<file path="src/hdl/deadline_task_scheduler_core_macros.svh">
// ----------------------------------------------------------------------------
// Deadline task scheduler assertion macros
// Property wrappers shared by the scheduler core: same-cycle and next-cycle
// implications, clocked on the rising edge and disabled during reset.
// ----------------------------------------------------------------------------
`ifndef DEADLINE_TASK_SCHEDULER_CORE_MACROS_SVH
`define DEADLINE_TASK_SCHEDULER_CORE_MACROS_SVH

// same-cycle implication
`define DTS_ASSERT_NOW(lbl, clk, rst_n, ante, cons, msg) \
    lbl: assert property (@(posedge clk) disable iff (!rst_n) (ante) |-> (cons)) \
        else $error(msg);

// next-cycle implication
`define DTS_ASSERT_NEXT(lbl, clk, rst_n, ante, cons, msg) \
    lbl: assert property (@(posedge clk) disable iff (!rst_n) (ante) |=> (cons)) \
        else $error(msg);

`endif

</file>
<file path="src/hdl/dts_pkg.sv">
// ----------------------------------------------------------------------------
// Deadline task scheduler package
// Field widths, request kinds, policy codes and result status codes.
// ----------------------------------------------------------------------------
`timescale 1ns / 1ps

package dts_pkg;

    localparam int FIELD_W  = 16;
    localparam int ID_W     = 16;
    localparam int STATUS_W = 3;

    localparam logic REQ_ADD  = 1'b0;
    localparam logic REQ_TICK = 1'b1;

    localparam logic POLICY_EDF = 1'b0;
    localparam logic POLICY_LSF = 1'b1;

    localparam logic [STATUS_W-1:0] ST_ADDED    = 3'd0;
    localparam logic [STATUS_W-1:0] ST_REJECT   = 3'd1;
    localparam logic [STATUS_W-1:0] ST_RAN      = 3'd2;
    localparam logic [STATUS_W-1:0] ST_FINISHED = 3'd3;
    localparam logic [STATUS_W-1:0] ST_IDLE     = 3'd4;

    typedef logic [ID_W-1:0] task_id_t;

endpackage

</file>
<file path="src/hdl/deadline_task_scheduler_core.sv">
// ----------------------------------------------------------------------------
// Deadline task scheduler core
// Task table in a synchronous memory with valid bits in flip-flops. A tick
// scans the table one slot per cycle for the earliest deadline or least
// slack among arrived tasks, then writes back or retires the chosen task.
// ----------------------------------------------------------------------------
//  channel   | handshake                | payload
//  ----------+--------------------------+-------------------------------------
//  request   | start, busy (start&!busy)| req_type, now, arrival_time,
//            |                          | deadline_time, exec_time
//  result    | done strobe, one cycle   | status, task_id, remaining
//  config    | cfg_valid, cfg_ready     | policy_mode
//
//  Add: the valid bits are scanned one slot per cycle until a free slot is found.
//  Tick: one memory read per slot, a last compare, a write-back step and
//  then the result.
//  Reset clears valid bits, sets next id to 1 and policy to EDF; the memory is not cleared.
//  busy is high from accept until the result strobe, except for an add rejected for an
//  exhausted id; results cannot stall.
`timescale 1ns / 1ps

`include "deadline_task_scheduler_core_macros.svh"

module deadline_task_scheduler_core #(
    parameter int TASKS     = 16,
    parameter int TIME_BITS = 16
) (
    input  logic                                clk,
    input  logic                                rst_n,
    input  logic                                start,
    output logic                                busy,
    input  logic                                req_type,
    input  logic [dts_pkg::FIELD_W-1:0]         now,
    input  logic [dts_pkg::FIELD_W-1:0]         arrival_time,
    input  logic [dts_pkg::FIELD_W-1:0]         deadline_time,
    input  logic [dts_pkg::FIELD_W-1:0]         exec_time,
    output logic                                done,
    output logic [dts_pkg::STATUS_W-1:0]        status,
    output logic [dts_pkg::ID_W-1:0]            task_id,
    output logic [dts_pkg::FIELD_W-1:0]         remaining,
    input  logic                                cfg_valid,
    output logic                                cfg_ready,
    input  logic                                policy_mode
);

    localparam int IDX_W  = (TASKS > 1) ? $clog2(TASKS) : 1;
    localparam int MEM_W  = dts_pkg::ID_W + 3 * TIME_BITS;
    localparam int KEY_W  = TIME_BITS + 2;
    localparam int REM_LO = 0;
    localparam int DL_LO  = TIME_BITS;
    localparam int ARR_LO = 2 * TIME_BITS;
    localparam int ID_LO  = 3 * TIME_BITS;
    localparam logic [IDX_W-1:0] LAST_IDX = IDX_W'(TASKS - 1);

    localparam logic [2:0] S_IDLE  = 3'd0;
    localparam logic [2:0] S_ADD   = 3'd1;
    localparam logic [2:0] S_TICK  = 3'd2;
    localparam logic [2:0] S_DRAIN = 3'd3;
    localparam logic [2:0] S_WB    = 3'd4;

    logic [2:0]                    state_reg, state_next;
    logic [IDX_W-1:0]              scan_reg, scan_next;
    logic                          cmp_vld_reg, cmp_vld_next;
    logic [IDX_W-1:0]              cmp_idx_reg, cmp_idx_next;
    logic [TIME_BITS-1:0]          now_reg, now_next;
    logic [TIME_BITS-1:0]          arr_reg, arr_next;
    logic [TIME_BITS-1:0]          dl_reg, dl_next;
    logic [TIME_BITS-1:0]          ex_reg, ex_next;
    logic                          policy_reg, policy_next;
    dts_pkg::task_id_t             next_id_reg, next_id_next;
    logic [TASKS-1:0]              slot_valid_reg, slot_valid_next;
    logic                          best_found_reg, best_found_next;
    logic signed [KEY_W-1:0]       best_key_reg, best_key_next;
    dts_pkg::task_id_t             best_id_reg, best_id_next;
    logic [IDX_W-1:0]              best_idx_reg, best_idx_next;
    logic [TIME_BITS-1:0]          best_arr_reg, best_arr_next;
    logic [TIME_BITS-1:0]          best_dl_reg, best_dl_next;
    logic [TIME_BITS-1:0]          best_rem_reg, best_rem_next;
    logic                          done_reg, done_next;
    logic [dts_pkg::STATUS_W-1:0]  status_reg, status_next;
    dts_pkg::task_id_t             task_id_reg, task_id_next;
    logic [dts_pkg::FIELD_W-1:0]   remaining_reg, remaining_next;

    logic [MEM_W-1:0]              slot_mem [TASKS];
    logic [MEM_W-1:0]              rdata_reg;
    logic                          mem_we;
    logic [IDX_W-1:0]              mem_waddr;
    logic [MEM_W-1:0]              mem_wdata;

    dts_pkg::task_id_t             c_id;
    logic [TIME_BITS-1:0]          c_arr;
    logic [TIME_BITS-1:0]          c_dl;
    logic [TIME_BITS-1:0]          c_rem;
    logic signed [KEY_W-1:0]       c_key;
    logic                          c_take;
    logic [TIME_BITS-1:0]          ex_in;
    logic [TIME_BITS-1:0]          rem_dec;

    assign busy      = (state_reg != S_IDLE);
    assign cfg_ready = 1'b1;
    assign done      = done_reg;
    assign status    = status_reg;
    assign task_id   = task_id_reg;
    assign remaining = remaining_reg;

    assign c_id  = rdata_reg[ID_LO +: dts_pkg::ID_W];
    assign c_arr = rdata_reg[ARR_LO +: TIME_BITS];
    assign c_dl  = rdata_reg[DL_LO +: TIME_BITS];
    assign c_rem = rdata_reg[REM_LO +: TIME_BITS];

    always_comb
    begin
        if (policy_reg == dts_pkg::POLICY_EDF)
        begin
            c_key = $signed({2'b00, c_dl});
        end
        else
        begin
            c_key = $signed({2'b00, c_dl}) - $signed({2'b00, now_reg})
                    - $signed({2'b00, c_rem});
        end
    end

    assign c_take = cmp_vld_reg && slot_valid_reg[cmp_idx_reg] && (c_arr <= now_reg)
                    && (!best_found_reg || (c_key < best_key_reg)
                        || ((c_key == best_key_reg) && (c_id < best_id_reg)));

    assign ex_in   = (TIME_BITS'(exec_time) == '0) ? TIME_BITS'(1) : TIME_BITS'(exec_time);
    assign rem_dec = best_rem_reg - TIME_BITS'(1);

    always_comb
    begin
        state_next      = state_reg;
        scan_next       = scan_reg;
        cmp_vld_next    = 1'b0;
        cmp_idx_next    = cmp_idx_reg;
        now_next        = now_reg;
        arr_next        = arr_reg;
        dl_next         = dl_reg;
        ex_next         = ex_reg;
        policy_next     = policy_reg;
        next_id_next    = next_id_reg;
        slot_valid_next = slot_valid_reg;
        best_found_next = best_found_reg;
        best_key_next   = best_key_reg;
        best_id_next    = best_id_reg;
        best_idx_next   = best_idx_reg;
        best_arr_next   = best_arr_reg;
        best_dl_next    = best_dl_reg;
        best_rem_next   = best_rem_reg;
        done_next       = 1'b0;
        status_next     = status_reg;
        task_id_next    = task_id_reg;
        remaining_next  = remaining_reg;
        mem_we          = 1'b0;
        mem_waddr       = scan_reg;
        mem_wdata       = {next_id_reg, arr_reg, dl_reg, ex_reg};

        if (cfg_valid)
        begin
            policy_next = policy_mode;
        end

        // hold the best candidate seen so far
        if (c_take)
        begin
            best_found_next = 1'b1;
            best_key_next   = c_key;
            best_id_next    = c_id;
            best_idx_next   = cmp_idx_reg;
            best_arr_next   = c_arr;
            best_dl_next    = c_dl;
            best_rem_next   = c_rem;
        end

        unique case (state_reg)
            S_IDLE:
            begin
                if (start)
                begin
                    now_next  = TIME_BITS'(now);
                    arr_next  = TIME_BITS'(arrival_time);
                    dl_next   = TIME_BITS'(deadline_time);
                    ex_next   = ex_in;
                    scan_next = '0;
                    if (req_type == dts_pkg::REQ_TICK)
                    begin
                        best_found_next = 1'b0;
                        state_next      = S_TICK;
                    end
                    else if (next_id_reg == '0)
                    begin
                        done_next      = 1'b1;
                        status_next    = dts_pkg::ST_REJECT;
                        task_id_next   = '0;
                        remaining_next = '0;
                    end
                    else
                    begin
                        state_next = S_ADD;
                    end
                end
            end
            S_ADD:
            begin
                if (!slot_valid_reg[scan_reg])
                begin
                    mem_we                    = 1'b1;
                    slot_valid_next[scan_reg] = 1'b1;
                    next_id_next              = next_id_reg + dts_pkg::ID_W'(1);
                    done_next                 = 1'b1;
                    status_next               = dts_pkg::ST_ADDED;
                    task_id_next              = next_id_reg;
                    remaining_next            = dts_pkg::FIELD_W'(ex_reg);
                    state_next                = S_IDLE;
                end
                else if (scan_reg == LAST_IDX)
                begin
                    done_next      = 1'b1;
                    status_next    = dts_pkg::ST_REJECT;
                    task_id_next   = '0;
                    remaining_next = '0;
                    state_next     = S_IDLE;
                end
                else
                begin
                    scan_next = scan_reg + IDX_W'(1);
                end
            end
            S_TICK:
            begin
                cmp_vld_next = 1'b1;
                cmp_idx_next = scan_reg;
                if (scan_reg == LAST_IDX)
                begin
                    state_next = S_DRAIN;
                end
                else
                begin
                    scan_next = scan_reg + IDX_W'(1);
                end
            end
            S_DRAIN:
            begin
                state_next = S_WB;
            end
            S_WB:
            begin
                done_next  = 1'b1;
                state_next = S_IDLE;
                mem_waddr  = best_idx_reg;
                mem_wdata  = {best_id_reg, best_arr_reg, best_dl_reg, rem_dec};
                if (!best_found_reg)
                begin
                    status_next    = dts_pkg::ST_IDLE;
                    task_id_next   = '0;
                    remaining_next = '0;
                end
                else if (rem_dec == '0)
                begin
                    slot_valid_next[best_idx_reg] = 1'b0;
                    status_next                   = dts_pkg::ST_FINISHED;
                    task_id_next                  = best_id_reg;
                    remaining_next                = '0;
                end
                else
                begin
                    mem_we         = 1'b1;
                    status_next    = dts_pkg::ST_RAN;
                    task_id_next   = best_id_reg;
                    remaining_next = dts_pkg::FIELD_W'(rem_dec);
                end
            end
            default:
            begin
                state_next = S_IDLE;
            end
        endcase
    end

    always_ff @(posedge clk)
    begin
        if (mem_we)
        begin
            slot_mem[mem_waddr] <= mem_wdata;
        end
        rdata_reg <= slot_mem[scan_reg];
    end

    always_ff @(posedge clk or negedge rst_n)
    begin
        if (!rst_n)
        begin
            state_reg      <= S_IDLE;
            scan_reg       <= '0;
            cmp_vld_reg    <= 1'b0;
            policy_reg     <= dts_pkg::POLICY_EDF;
            next_id_reg    <= dts_pkg::ID_W'(1);
            slot_valid_reg <= '0;
            best_found_reg <= 1'b0;
            done_reg       <= 1'b0;
        end
        else
        begin
            state_reg      <= state_next;
            scan_reg       <= scan_next;
            cmp_vld_reg    <= cmp_vld_next;
            policy_reg     <= policy_next;
            next_id_reg    <= next_id_next;
            slot_valid_reg <= slot_valid_next;
            best_found_reg <= best_found_next;
            done_reg       <= done_next;
        end
    end

    always_ff @(posedge clk)
    begin
        cmp_idx_reg   <= cmp_idx_next;
        now_reg       <= now_next;
        arr_reg       <= arr_next;
        dl_reg        <= dl_next;
        ex_reg        <= ex_next;
        best_key_reg  <= best_key_next;
        best_id_reg   <= best_id_next;
        best_idx_reg  <= best_idx_next;
        best_arr_reg  <= best_arr_next;
        best_dl_reg   <= best_dl_next;
        best_rem_reg  <= best_rem_next;
        status_reg    <= status_next;
        task_id_reg   <= task_id_next;
        remaining_reg <= remaining_next;
    end

    `DTS_ASSERT_NOW(a_done_when_idle, clk, rst_n, done_reg, state_reg == S_IDLE, "result while busy")
    `DTS_ASSERT_NEXT(a_accept_progress, clk, rst_n, start && !busy, busy || done_reg, "item lost on accept")
    `DTS_ASSERT_NOW(a_idle_zero, clk, rst_n, done_reg && (status_reg == dts_pkg::ST_IDLE), (task_id_reg == '0) && (remaining_reg == '0), "idle result not zero")
    `DTS_ASSERT_NOW(a_best_valid, clk, rst_n, (state_reg == S_WB) && best_found_reg, slot_valid_reg[best_idx_reg], "chosen slot not valid")

endmodule
</file>
<file path="config.mk">
export PLATFORM = sky130hd
export DESIGN_NAME = deadline_task_scheduler_core
export DESIGN_NICKNAME = d
export VERILOG_FILES = /design/src/hdl/dts_pkg.sv /design/src/hdl/deadline_task_scheduler_core.sv
export VERILOG_INCLUDE_DIRS = /design/src /design/src/hdl
export SDC_FILE = /design/constraint.sdc
export NUM_CORES = 1
export LEC_CHECK = 0
export BUFFER_PORTS_ARGS = -buffer_cell sky130_fd_sc_hd__buf_2
export CORE_MARGIN = 1.5
export CORE_UTILIZATION = 35
export DETAILED_ROUTE_END_ITERATION = 10
export HOLD_SLACK_MARGIN = 0.06
export PLACE_DENSITY = 0.6
export SYNTH_ARGS = -nofsm -noshare
export SYNTH_HDL_FRONTEND = slang
export SYNTH_SLANG_ARGS = --single-unit
</file>
<file path="constraint.sdc">
create_clock -name clk -period 8.6 [get_ports clk]
set_input_delay 0.86 -clock clk [delete_from_list [all_inputs] [get_ports clk]]
set_output_delay 0.86 -clock clk [all_outputs]
set_load 0.005 [all_outputs]
</file>
; ---- Word level (Yosys, flattened, before mapping)
; Memory sizes are Yosys's and may differ from the RTL's. A register that Yosys moved wholly into a read port is not among the register bits.
; Cells that the tools add are included.
[totals]
regBits = 232
latchBits = 0
ram_bits = 1024
romBits = 0
inputBits = 70
output_inout_bits = 38
memories = 1
[memory_table]
columns = memory, depth, word_bits, rd, rd_ports_with_merged_regs, write_ports, line_no
row1 = slot_mem, 16, 64, 1, 1, 1, deadline_task_scheduler_core.sv:84  ; logic [MEM_W-1:0] slot_mem [TASKS];
[op_classes]
n_addsub = 5
mul = 0
div_mod_pow = 0
n_lt_le_gt_ge = 8
n_eq_ne = 16
n_shift = 0
muxes = 62
n_bitwise = 4
reduce_logical = 23
[op_table]
columns = cell, count
row1 = 2-to-1 mux 16 bit, 12
row2 = one-hot mux 16 bit (3 select lines), 2
row3 = 2-to-1 mux 64 bit, 1
row4 = logical NOT 16 bit, 3
row5 = 2-to-1 mux 3 bit, 12
row6 = one-hot mux 16 bit (2 select lines), 1
row7 = 2-to-1 mux 1 bit, 20
row8 = == test 18 bit, 1
row9 = < comparator 18 bit, 1
row10 = 2-to-1 mux 18 bit, 1
row11 = subtractor 17 x 17 -> 18 bit, 1
row12 = subtractor 16 x 16 -> 17 bit, 1
row13 = adder 16 x 1 -> 16 bit (second input constant), 1
row14 = AND 16 bit, 1
row15 = <= comparator 16 bit, 1
row16 = < comparator 16 bit, 1
row17 = 2-to-1 mux 4 bit, 4
row18 = inequality test 2 bit (second input constant), 8
row19 = inverter 16 bit, 1
row20 = bitwise OR 16 bit, 1
row21 = subtractor 16 x 1 -> 16 bit (second input constant), 1
row22 = < comparator 4 x 5 -> 1 bit (second input constant), 3
row23 = one-hot mux 3 bit (4 select lines), 1
row24 = one-hot mux 4 bit (3 select lines), 1
row25 = 23 further kinds, 38

; ---- Logic depth before layout (Yosys ltp)
; Gate-level depths: netlist of the first run.
[logic_depth]
depth_word = 11
ltp_mapped = 23
mapped_depth_nobuf = 23

; ---- Worst setup path before layout of the first run
; OpenSTA, ideal clock, no wires.
[synth_path]
kind = register to register
start = register best_rem_reg[3]
end = memory slot_mem[6][0] in the netlist's numbering (enable)
setup_time_ns = 0.582
arrival_ns = 6.773
required_time_ns = 8.018
setup_slack_ns = 1.245
stages_incl_launch_ff = 9
path_buffers = 1
synth_period_minus_slack_ns = 7.355
cell_sequence = edfxtp_1 > or3_1 > clkbuf_1 > or4_1 > xor2_1 > nor3b_1 > nand2_1 > o21ai_0 > a211oi_1
[synth_between]
elab_chain_len = 7
[synth_lines]
columns = element, line_no
row1 = from (decl), deadline_task_scheduler_core.sv:78  ; logic [TIME_BITS-1:0] best_rem_reg, best_rem_next;
row2 = from (signal assigned), deadline_task_scheduler_core.sv:328  ; best_rem_reg <= best_rem_next;
row3 = subtractor 16 x 1 -> 16 bit, deadline_task_scheduler_core.sv:129  ; assign rem_dec = best_rem_reg - TIME_BITS'(1);
row4 = logical NOT 16 bit, deadline_task_scheduler_core.sv:259  ; else if (rem_dec == '0)
row5 = 2-to-1 mux 1 bit, deadline_task_scheduler_core.sv:259
row6 = 2-to-1 mux 1 bit, deadline_task_scheduler_core.sv:253  ; if (!best_found_reg)
row7 = one-hot mux 1 bit (2 select lines), deadline_task_scheduler_core.sv:176  ; unique case (state_reg)
row8 = 2-to-1 mux 1 bit, deadline_task_scheduler_core.sv:283  ; if (mem_we)
row9 = 2-to-1 mux 1 bit (implied by the code), deadline_task_scheduler_core.sv:285  ; slot_mem[mem_waddr] <= mem_wdata;
row10 = to (decl), deadline_task_scheduler_core.sv:84
; Every way passes these cells.

; ---- Worst setup path in the final report of the first run
[layout_path]
start = register now_reg[0]
end = register best_arr_reg[1] (enable)
[layout_between]
elab_chain_len = 7
[layout_lines]
columns = element, line_no
row1 = from (decl), deadline_task_scheduler_core.sv:65  ; logic [TIME_BITS-1:0] now_reg, now_next;
row2 = from (signal assigned), deadline_task_scheduler_core.sv:319  ; now_reg <= now_next;
row3 = subtractor 16 x 16 -> 17 bit (*), deadline_task_scheduler_core.sv:119  ; c_key = $signed({2'b00, c_dl}) - $signed({2'b00, now_reg})
row4 = subtractor 17 x 17 -> 18 bit (*), deadline_task_scheduler_core.sv:120  ; - $signed({2'b00, c_rem});
row5 = 2-to-1 mux 18 bit (*), deadline_task_scheduler_core.sv:113  ; if (policy_reg == dts_pkg::POLICY_EDF)
row6 = named net c_key[15], deadline_task_scheduler_core.sv:94  ; logic signed [KEY_W-1:0] c_key;
row7 = < comparator 18 bit / == test 18 bit (equally long branches), "deadline_task_scheduler_core.sv:125, deadline_task_scheduler_core.sv:126"
row8 = logical OR 1 bit / logical AND 1 bit (equally long branches), "deadline_task_scheduler_core.sv:125, deadline_task_scheduler_core.sv:126"
row9 = logical OR 1 bit (*), deadline_task_scheduler_core.sv:126  ; || ((c_key == best_key_reg) && (c_id < best_id_reg)));
row10 = logical AND 1 bit (*), deadline_task_scheduler_core.sv:125  ; && (!best_found_reg || (c_key < best_key_reg)
row11 = named net c_take, deadline_task_scheduler_core.sv:95  ; logic c_take;
row12 = to (signal assigned), deadline_task_scheduler_core.sv:326  ; best_arr_reg <= best_arr_next;
row13 = to (decl), deadline_task_scheduler_core.sv:76  ; logic [TIME_BITS-1:0] best_arr_reg, best_arr_next;
; The timed path passes the listed nets; every way through them passes the cells marked *.
; A chain may end at the register's enable or synchronous reset.

==> impl_metrics.env, run 1 <==
export IMPL_use_met1_pct=23.97
export IMPL_hold_viol_final=0
export IMPL_setup_violations=0
export IMPL_fillers=13070
export IMPL_relSlewSlack_pct=26.56
export IMPL_end_kind="flop"
export IMPL_drt_iter0_markers=2861
export IMPL_cts_resized=0
export IMPL_tns_ns=0
export IMPL_synth_compound_area_share_pct=2.712
export IMPL_slew_viol_final=0
export IMPL_synth_cell_types=66
export IMPL_synthSimpleGateAreaFrac_pct=3.858
export IMPL_grt_pass1_vias=26470
export IMPL_synthesis_instances=2690
export IMPL_portBuffers=106
export IMPL_crit_top_cell="ha_1"
export IMPL_grt_busiest_layer="met2"
export IMPL_cp_arrival_ns=6.91
export IMPL_status="completed"
export IMPL_final_min_clock_period_ns=6.489
export IMPL_ys_async_sr_fraction_pct=3.258
export IMPL_globalRoute_totalOverflow=0
export IMPL_synth_seq_cells=1320
export IMPL_postCtsSetupBuffers=0
export IMPL_worst_slack_ns=2.111
export IMPL_grt_pass1_wl_um=186700
export IMPL_synth_xor_area_share_pct=0.8392
export IMPL_intPower_mw=14.07
export IMPL_ys_flop_type="edfxtp_1"
export IMPL_clk_latency_ns=0.77
export IMPL_cts_root_buffer="clkbuf_16"
export IMPL_crit_family="compound AO/OA/AOI/OAI gates"
export IMPL_grt_max_degree=101
export IMPL_p_clk_share_pct=30.5
export IMPL_die_area_sq_um=151400
export IMPL_min_path_type="in -> async"
export IMPL_rr_startpoint="now_reg[0]"
export IMPL_place_inst=4673
export IMPL_grt_util_met3_pct=3.360
export IMPL_drt_total_wl_um=129900
export IMPL_finClkSkew_ns=0.03847
export IMPL_synth_edf_count=1213
export IMPL_rrSetupSlack_ns=2.11
export IMPL_cts_buffers=140
export IMPL_place_congestion=0.8291
export IMPL_use_met2_pct=27.03
export IMPL_r2r_cells=23
export IMPL_instances_no_fill=4934
export IMPL_core_sq_um=147800
export IMPL_cp_start_kind="flop"
export IMPL_cp_slowest_cell="o41a_2"
export IMPL_p_sw_share_pct=29.58
export IMPL_die_width_um=389.1
export IMPL_synth_top_family_by_area="multiplexers"
export IMPL_final_layout_size_suffix_gt1_share_pct=25.30
export IMPL_h_tree_depth=4
export IMPL_drv_cap=0
export IMPL_ir_drop_mv=0.2235
export IMPL_synth_fa_ha_area_share_pct=2.211
export IMPL_first_pass_iters=7
export IMPL_p_seq_share_pct=42.3
export IMPL_path_max_fanout=60
export IMPL_worstPathRequired_ns=9.02
export IMPL_routedWlPerCell_um=26.34
export IMPL_die_y_um=389.1
export IMPL_p_leak_nw=19.77
export IMPL_syn_to_final_growth_pct=15.28
export IMPL_power_frac_comb_pct=27.2
export IMPL_vias_per_cell=5.329
export IMPL_track_usage_pct=17.12
export IMPL_synth_nets=2851
export IMPL_ys_seq_area_share_pct=74.32
export IMPL_vias=26290
export IMPL_synthMuxAreaShare_pct=14.45
export IMPL_critPathBufInv=1
export IMPL_path_clk_slew_ns=0.06
export IMPL_syn_area_sq_um=52180
export IMPL_cts_path_max_buffers=3
export IMPL_fmax_mhz=154.1
export IMPL_post_route_drc_count=0
export IMPL_antenna_found_initial=13
export IMPL_largest_reg_flops=1024
export IMPL_power_density_nw_per_um2=332.2
export IMPL_crit_chain="ha_1 > fa_1 > nand2b_1 > a21oi_1 > o2111ai_1 > a21boi_0 > o21a_1 > nor2_1 > xnor2_1 > ha_1 > nand2_1 > o21ai_0 > or4_1 > o21ai_0 > xnor2_1 > a21oi_1 > ha_1 > nand4_1 > a311oi_1 > nand3_1 > a311oi_1 > o41a_2 > buf_12"
export IMPL_route_antenna_remaining_nets=0
export IMPL_nNetsFinal=3046
export IMPL_path_class="reg -> reg"
export IMPL_cp_slowest_stage_delay_ns=0.70
export IMPL_floorplan_initialDensity_pct=35.30
export IMPL_rsz0062_at_grt="false"
export IMPL_cts_tree="yes"
export IMPL_syn_area_per_cell_sq_um=19.40
export IMPL_worstMarginPinSlew_ns=1.094
export IMPL_dp_hpwl_um=74360
export IMPL_hold_buffers=0
export IMPL_p_switching_mw=5.911
export IMPL_ys_warnings_count=0
export IMPL_place_ws_ns=2.134
export IMPL_pin_count=108
export IMPL_fin_crit_sh_pct=75.45
export IMPL_clock_sinks=1320
export IMPL_rr_endpoint="best_arr_reg[1]"
export IMPL_num_rows=141
-- routing by layer --
metal	up-vias	wire, um
li1	11230	-
met1	13950	55570
met2	928	61970
met3	181	9275
met4	4	3097
met5	-	29
-- power by group through the flow --
stage,clock network (mW),registers [mW],logic (mW)
floorplan,0,8.24,4.19
CTS,6.22,8.46,5.51
global placement,0,8.58,5.46
global route,6.45,8.51,5.96
detailed placement,0,8.59,5.49
finish,6.09,8.46,5.44
-- cells in the mapped netlist (3+ instances only) --
master	n	area, sq um
clkbuf_1	91	341.6
o21a_1	17	127.6
o41ai_1	3	26.28
nor3_1	21	105.1
mux2_2	7	78.83
or3_1	5	31.28
nor2_1	68	255.2
a21oi_1	38	190.2
o22ai_1	3	18.77
or4_1	6	45.04
or2_2	4	25.02
dfxtp_1	64	1281
mux4_2	330	7432
a211oi_1	5	37.54
o21ai_0	100	500.5
nand4_1	16	100.1
buf_2	3	15.01
xor2_1	12	105.1
o2111ai_1	3	26.28
nand3_1	38	190.2
mux2i_1	3	30.03
nand2_1	213	799.5
nand2b_1	17	106.4
a31oi_1	13	81.33
and2_1	5	31.28
dfrtp_1	42	1051
a311oi_1	4	35.03
nor4_1	11	68.82
xnor2_1	38	332.8
o31ai_1	12	90.09
nor2b_1	14	87.58
and3_1	6	37.54
edfxtp_1	1213	36420
o211ai_1	4	30.03
ha_1	89	1114
a21o_1	14	105.1
inv_1	93	349.1
buf_1	31	116.4
-- stage by stage --
stage / utilization [%] / total power, mW / instance area [sq um] / hold slack (ns)
CTS: 40.68 / 20.19 / 60150 / 0.1891
global placement: 37.52 / 14.04 / 55470 / 0.4189
floorplan: - / 12.43 / 52180 / 0.3995
finish: 40.69 / 19.98 / 60160 / 0.2028
detailed placement: 37.52 / 14.07 / 55470 / 0.4211
global route: 40.68 / 20.91 / 60150 / 0.2168
-- cell type report --
class / instances / area (sq um) / area share [%]
clock inverters: 59 / 658.1 / 1.094
clock buffers: 198 / 4021 / 6.685
well taps: 1930 / 2415 / 4.014
flip-flops and latches: 1320 / 38800 / 64.50
multi-input cells: 1150 / 12720 / 21.15
repair buffers: 179 / 1179 / 1.959
inverters: 94 / 352.8 / 0.5865
diodes: 4 / 10.01 / 0.01664
-- cells by family (layout without fill, tap and decap cells) --
group	count (synthesis)	count (layout)
DFF	1320	1320
and+or+nand+nor	436	436
muxes	340	340
AOI/OAI and AO/OA	232	232
buffers and inverters	220	530
adders and majority gates	91	91
xor gates and xnor gates	50	50
other	1	5
-- cell usage in the layout, fill, tap and decap left out, drive strengths merged, types with 5 or more instances in the layout --
| cell type | synthesis | layout |
|---|---|---|
| a211oi | 5 | 5 |
| a21o | 14 | 14 |
| a21oi | 38 | 38 |
| a31oi | 13 | 13 |
| and2 | 5 | 5 |
| and3 | 6 | 6 |
| buf | 35 | 179 |
| bufinv | 0 | 12 |
| clkbuf | 91 | 198 |
| clkinv | 0 | 37 |
| clkinvlp | 0 | 5 |
| dfrtp | 42 | 42 |
| dfxtp | 64 | 64 |
| edfxtp | 1213 | 1213 |
| ha | 89 | 89 |
| inv | 94 | 99 |
| mux2 | 7 | 7 |
| mux4 | 330 | 330 |
| nand2 | 213 | 213 |
| nand2b | 17 | 17 |
| nand3 | 38 | 38 |
| nand4 | 16 | 16 |
| nor2 | 68 | 68 |
| nor2b | 14 | 14 |
| nor3 | 23 | 23 |
| nor4 | 13 | 13 |
| o21a | 17 | 17 |
| o21ai | 100 | 100 |
| o31ai | 12 | 12 |
| or3 | 5 | 5 |
| or4 | 6 | 6 |
| xnor2 | 38 | 38 |
| xor2 | 12 | 12 |
-- worst max-delay path by stage --
stage / startpoint / endpoint / slack [ns] / depth (start not counted)
after global placement: now_reg[0] / best_dl_reg[11] / 2.23 / 23
after CTS: now_reg[0] / best_rem_reg[12] / 2.08 / 23
after detailed placement: now_reg[0] / best_dl_reg[3] / 2.13 / 23
after global routing: now_reg[0] / best_key_reg[3] / 1.69 / 23
final: now_reg[0] / best_arr_reg[1] / 2.11 / 23
after floorplan: best_rem_reg[3] / slot_mem[6][0] / 1.25 / 8
Power figures use the tool's default switching activity.
==> run 2, diff against run 1 <==
Settings changed: ABC_AREA from default to 1.
Clock period 8.6 ns to 6.45 ns, I/O delays scaled along.
==> impl_metrics.env, run 2 <==
export IMPL_synth_cell_types=49
export IMPL_globalRoute_totalOverflow=0
export IMPL_min_path_type="in -> reg"
export IMPL_synth_edf_count=1213
export IMPL_cts_path_max_buffers=3
export IMPL_path_max_fanout=66
export IMPL_cp_arrival_ns=6.19
export IMPL_die_area_sq_um=155500
export IMPL_die_y_um=394.4
export IMPL_final_min_clock_period_ns=5.772
export IMPL_yosysMostFrequentCell="edfxtp_1"
export IMPL_yosys_top_cells_count="edfxtp_1, o21ai_0, nand2_1, nor2_1, o22ai_1"
export IMPL_portBuffers=106
export IMPL_synth_nets=4542
export IMPL_cts_root_buffer="clkbuf_16"
export IMPL_pin_count=108
export IMPL_route_antenna_remaining_nets=0
export IMPL_die_width_um=394.4
export IMPL_hold_viol_final=0
export IMPL_worstPathRequired_ns=6.87
export IMPL_track_usage_pct=18.80
export IMPL_routedWlPerCell_um=22.42
export IMPL_layout_common_cells="edfxtp_1, o21ai_0, nand2_1"
export IMPL_drt_total_wl_um=149100
export IMPL_tns_ns=0
export IMPL_power_density_nw_per_um2=443.3
export IMPL_synth_top_area_cell="edfxtp_1"
export IMPL_ys_seq_area_share_pct=72.34
export IMPL_h_tree_depth=4
export IMPL_rr_startpoint="now_reg[0]"
export IMPL_place_inst=6355
export IMPL_syn_area_per_cell_sq_um=12.24
export IMPL_final_layout_size_suffix_gt1_share_pct=9.565
export IMPL_synthesis_instances=4381
export IMPL_fmax_mhz=173.3
export IMPL_fin_crit_sh_pct=89.49
export IMPL_rrSetupSlack_ns=0.68
export IMPL_path_class="reg -> reg"
export IMPL_largest_reg_flops=1024
export IMPL_drt_iter0_markers=3863
export IMPL_path_clk_slew_ns=0.06
export IMPL_postCtsSetupBuffers=0
export IMPL_fillers=14210
export IMPL_hold_depth=1
export IMPL_num_rows=143
export IMPL_finClkSkew_ns=0.02953
export IMPL_status="completed"
export IMPL_core_sq_um=152100
export IMPL_r2r_cells=31
export IMPL_cts_buffers=137
export IMPL_antenna_found_initial=12
export IMPL_setup_violations=0
export IMPL_synthTopCellsByArea="edfxtp_1, o21ai_0, nand2_1"
export IMPL_cp_start_kind="flop"
export IMPL_first_pass_iters=5
export IMPL_rsz0062_at_grt="false"
export IMPL_hold_path_end="now_reg[2]"
export IMPL_post_route_drc_count=0
export IMPL_synth_seq_cells=1320
export IMPL_floorplan_initialDensity_pct=35.25
export IMPL_rr_endpoint="best_arr_reg[5]"
export IMPL_syn_area_sq_um=53620
export IMPL_syn_to_final_growth_pct=14.86
export IMPL_instances_no_fill=6652
export IMPL_ys_async_sr_fraction_pct=3.258
export IMPL_ir_drop_mv=0.3589
export IMPL_cp_slowest_stage_delay_ns=0.40
export IMPL_grt_max_degree=215
export IMPL_nNetsFinal=4672
export IMPL_relSlewSlack_pct=13.55
export IMPL_dp_hpwl_um=81720
export IMPL_cts_tree="yes"
export IMPL_cp_slowest_cell="fa_1"
export IMPL_grt_pass1_vias=33450
export IMPL_crit_top_cell="nand2_1"
export IMPL_end_kind="flop"
export IMPL_ys_flop_type="edfxtp_1"
export IMPL_hp_start="now[2]"
export IMPL_vias_per_cell=5.324
export IMPL_drv_cap=0
export IMPL_slew_viol_final=0
export IMPL_vias=35420
export IMPL_p_leak_nw=21.35
export IMPL_grt_pass1_wl_um=220100
export IMPL_layout_commonest_cell="edfxtp_1"
export IMPL_clock_sinks=1320
export IMPL_synth_top_area_share_pct=67.94
export IMPL_place_congestion=0.9047
export IMPL_worstMarginPinSlew_ns=1.297
export IMPL_ys_warnings_count=0
export IMPL_clk_latency_ns=0.78
==> run 2: cell count changes in the layout (fill, tap and decap cells not counted), sizes merged, moves of 19 or more <==
cell	previous run	this run
o22ai	3	287
a21oi	38	66
clkinv	37	56
xnor2	38	13
inv	99	202
nand3	38	69
o21ai	100	656
nand4	16	81
mux4	330	0
nor2	68	617
dlygate4sd3	0	47
nand2	213	631
==> run 2: per-layer routing <==
| metal | wire length, um | vias to the layer above | global-route usage [%] |
|---|---|---|---|
| li1 | - | 16090 | - |
| met1 | 64050 | 17690 | 25.96 |
| met2 | 70290 | 1365 | 30.35 |
| met3 | 10540 | 275 | 2.944 |
| met4 | 4212 | 4 | 6.030 |
| met5 | 22 | - | 0 |
==> run 2: metrics by stage <==
stage / hold WS [ns] / setup WS, ns / instance area (sq um) / utilization [%] / power, mW
after global placement: 0.4182 / 0.6803 / 56660 / 37.25 / 19.42
after CTS: 0.06097 / 0.5400 / 61580 / 40.49 / 27.40
after detailed placement: 0.4151 / 0.5743 / 56660 / 37.25 / 19.54
final: 0.09480 / 0.6781 / 61580 / 40.49 / 27.30
after floorplan: 0.3494 / 0.2595 / 53630 / - / 16.86
after global routing: 0.06723 / 0.1201 / 61580 / 40.49 / 28.73
==> run 2: where the power goes <==
| group | switching (mW) | internal, mW | total, mW |
|---|---|---|---|
| Clock | 3.33 | 4.53 | 7.86 |
| Combinational | 5.51 | 2.41 | 7.92 |
| Sequential | 0.580 | 10.9 | 11.5 |
==> run 2: what timing repair did <==
action                                  4_1_cts  5_1_grt
endpoints found under the setup margin        0       53
hold buffers                                 47        0
resized for setup                             0        1
endpoints found under the hold margin        88        0
==> run 2: worst max path at each step <==
stage | cells past startpoint | endpoint | slack [ns] | from
finish | 31 | best_arr_reg[5] | 0.68 | now_reg[0]
global route | 31 | best_arr_reg[5] | 0.12 | now_reg[0]
CTS | 31 | best_arr_reg[2] | 0.54 | now_reg[0]
detailed placement | 31 | best_arr_reg[0] | 0.57 | now_reg[0]
global placement | 30 | best_arr_reg[0] | 0.68 | now_reg[0]
floorplan | 29 | best_arr_reg[0] | 0.26 | now_reg[0]
==> run 2: logic make-up (layout without fill, tap and decap cells) <==
group | count (synthesis) | count (layout) | share of synthesized area [%]
AOI/OAI and AO/OA | 1040 | 1040 | 10.54
muxes | 1 | 1 | 0.01867
adders and majority gates | 91 | 91 | 2.152
DFF | 1320 | 1320 | 72.34
xor gates and xnor gates | 41 | 41 | 0.6698
other | 1 | 2 | 0.006994
buffers and inverters | 451 | 691 | 3.353
and+or+nand+nor | 1436 | 1436 | 10.92
==> run 2: critical path, delay by kind of cell (launching register included) <==
family	cells	cell delay, ns
AOI/OAI and AO/OA	6	1.12
DFF	1	0.39
buffers and inverters	1	0.37
xor gates and xnor gates	1	0.16
adders and majority gates	4	1.30
and+or+nand+nor	19	2.03
==> run 2: area by class of cell <==
class / instances / area (sq um) / area share [%]
clock inverter: 69 / 710.7 / 1.154
sequential: 1320 / 38790 / 62.99
antenna: 1 / 2.502 / 0.004063
timing repair buffer: 242 / 1832 / 2.974
inverter: 200 / 768.2 / 1.247
multi-input combinational: 2610 / 13200 / 21.43
tap: 2030 / 2540 / 4.124
clock buffer: 180 / 3745 / 6.081
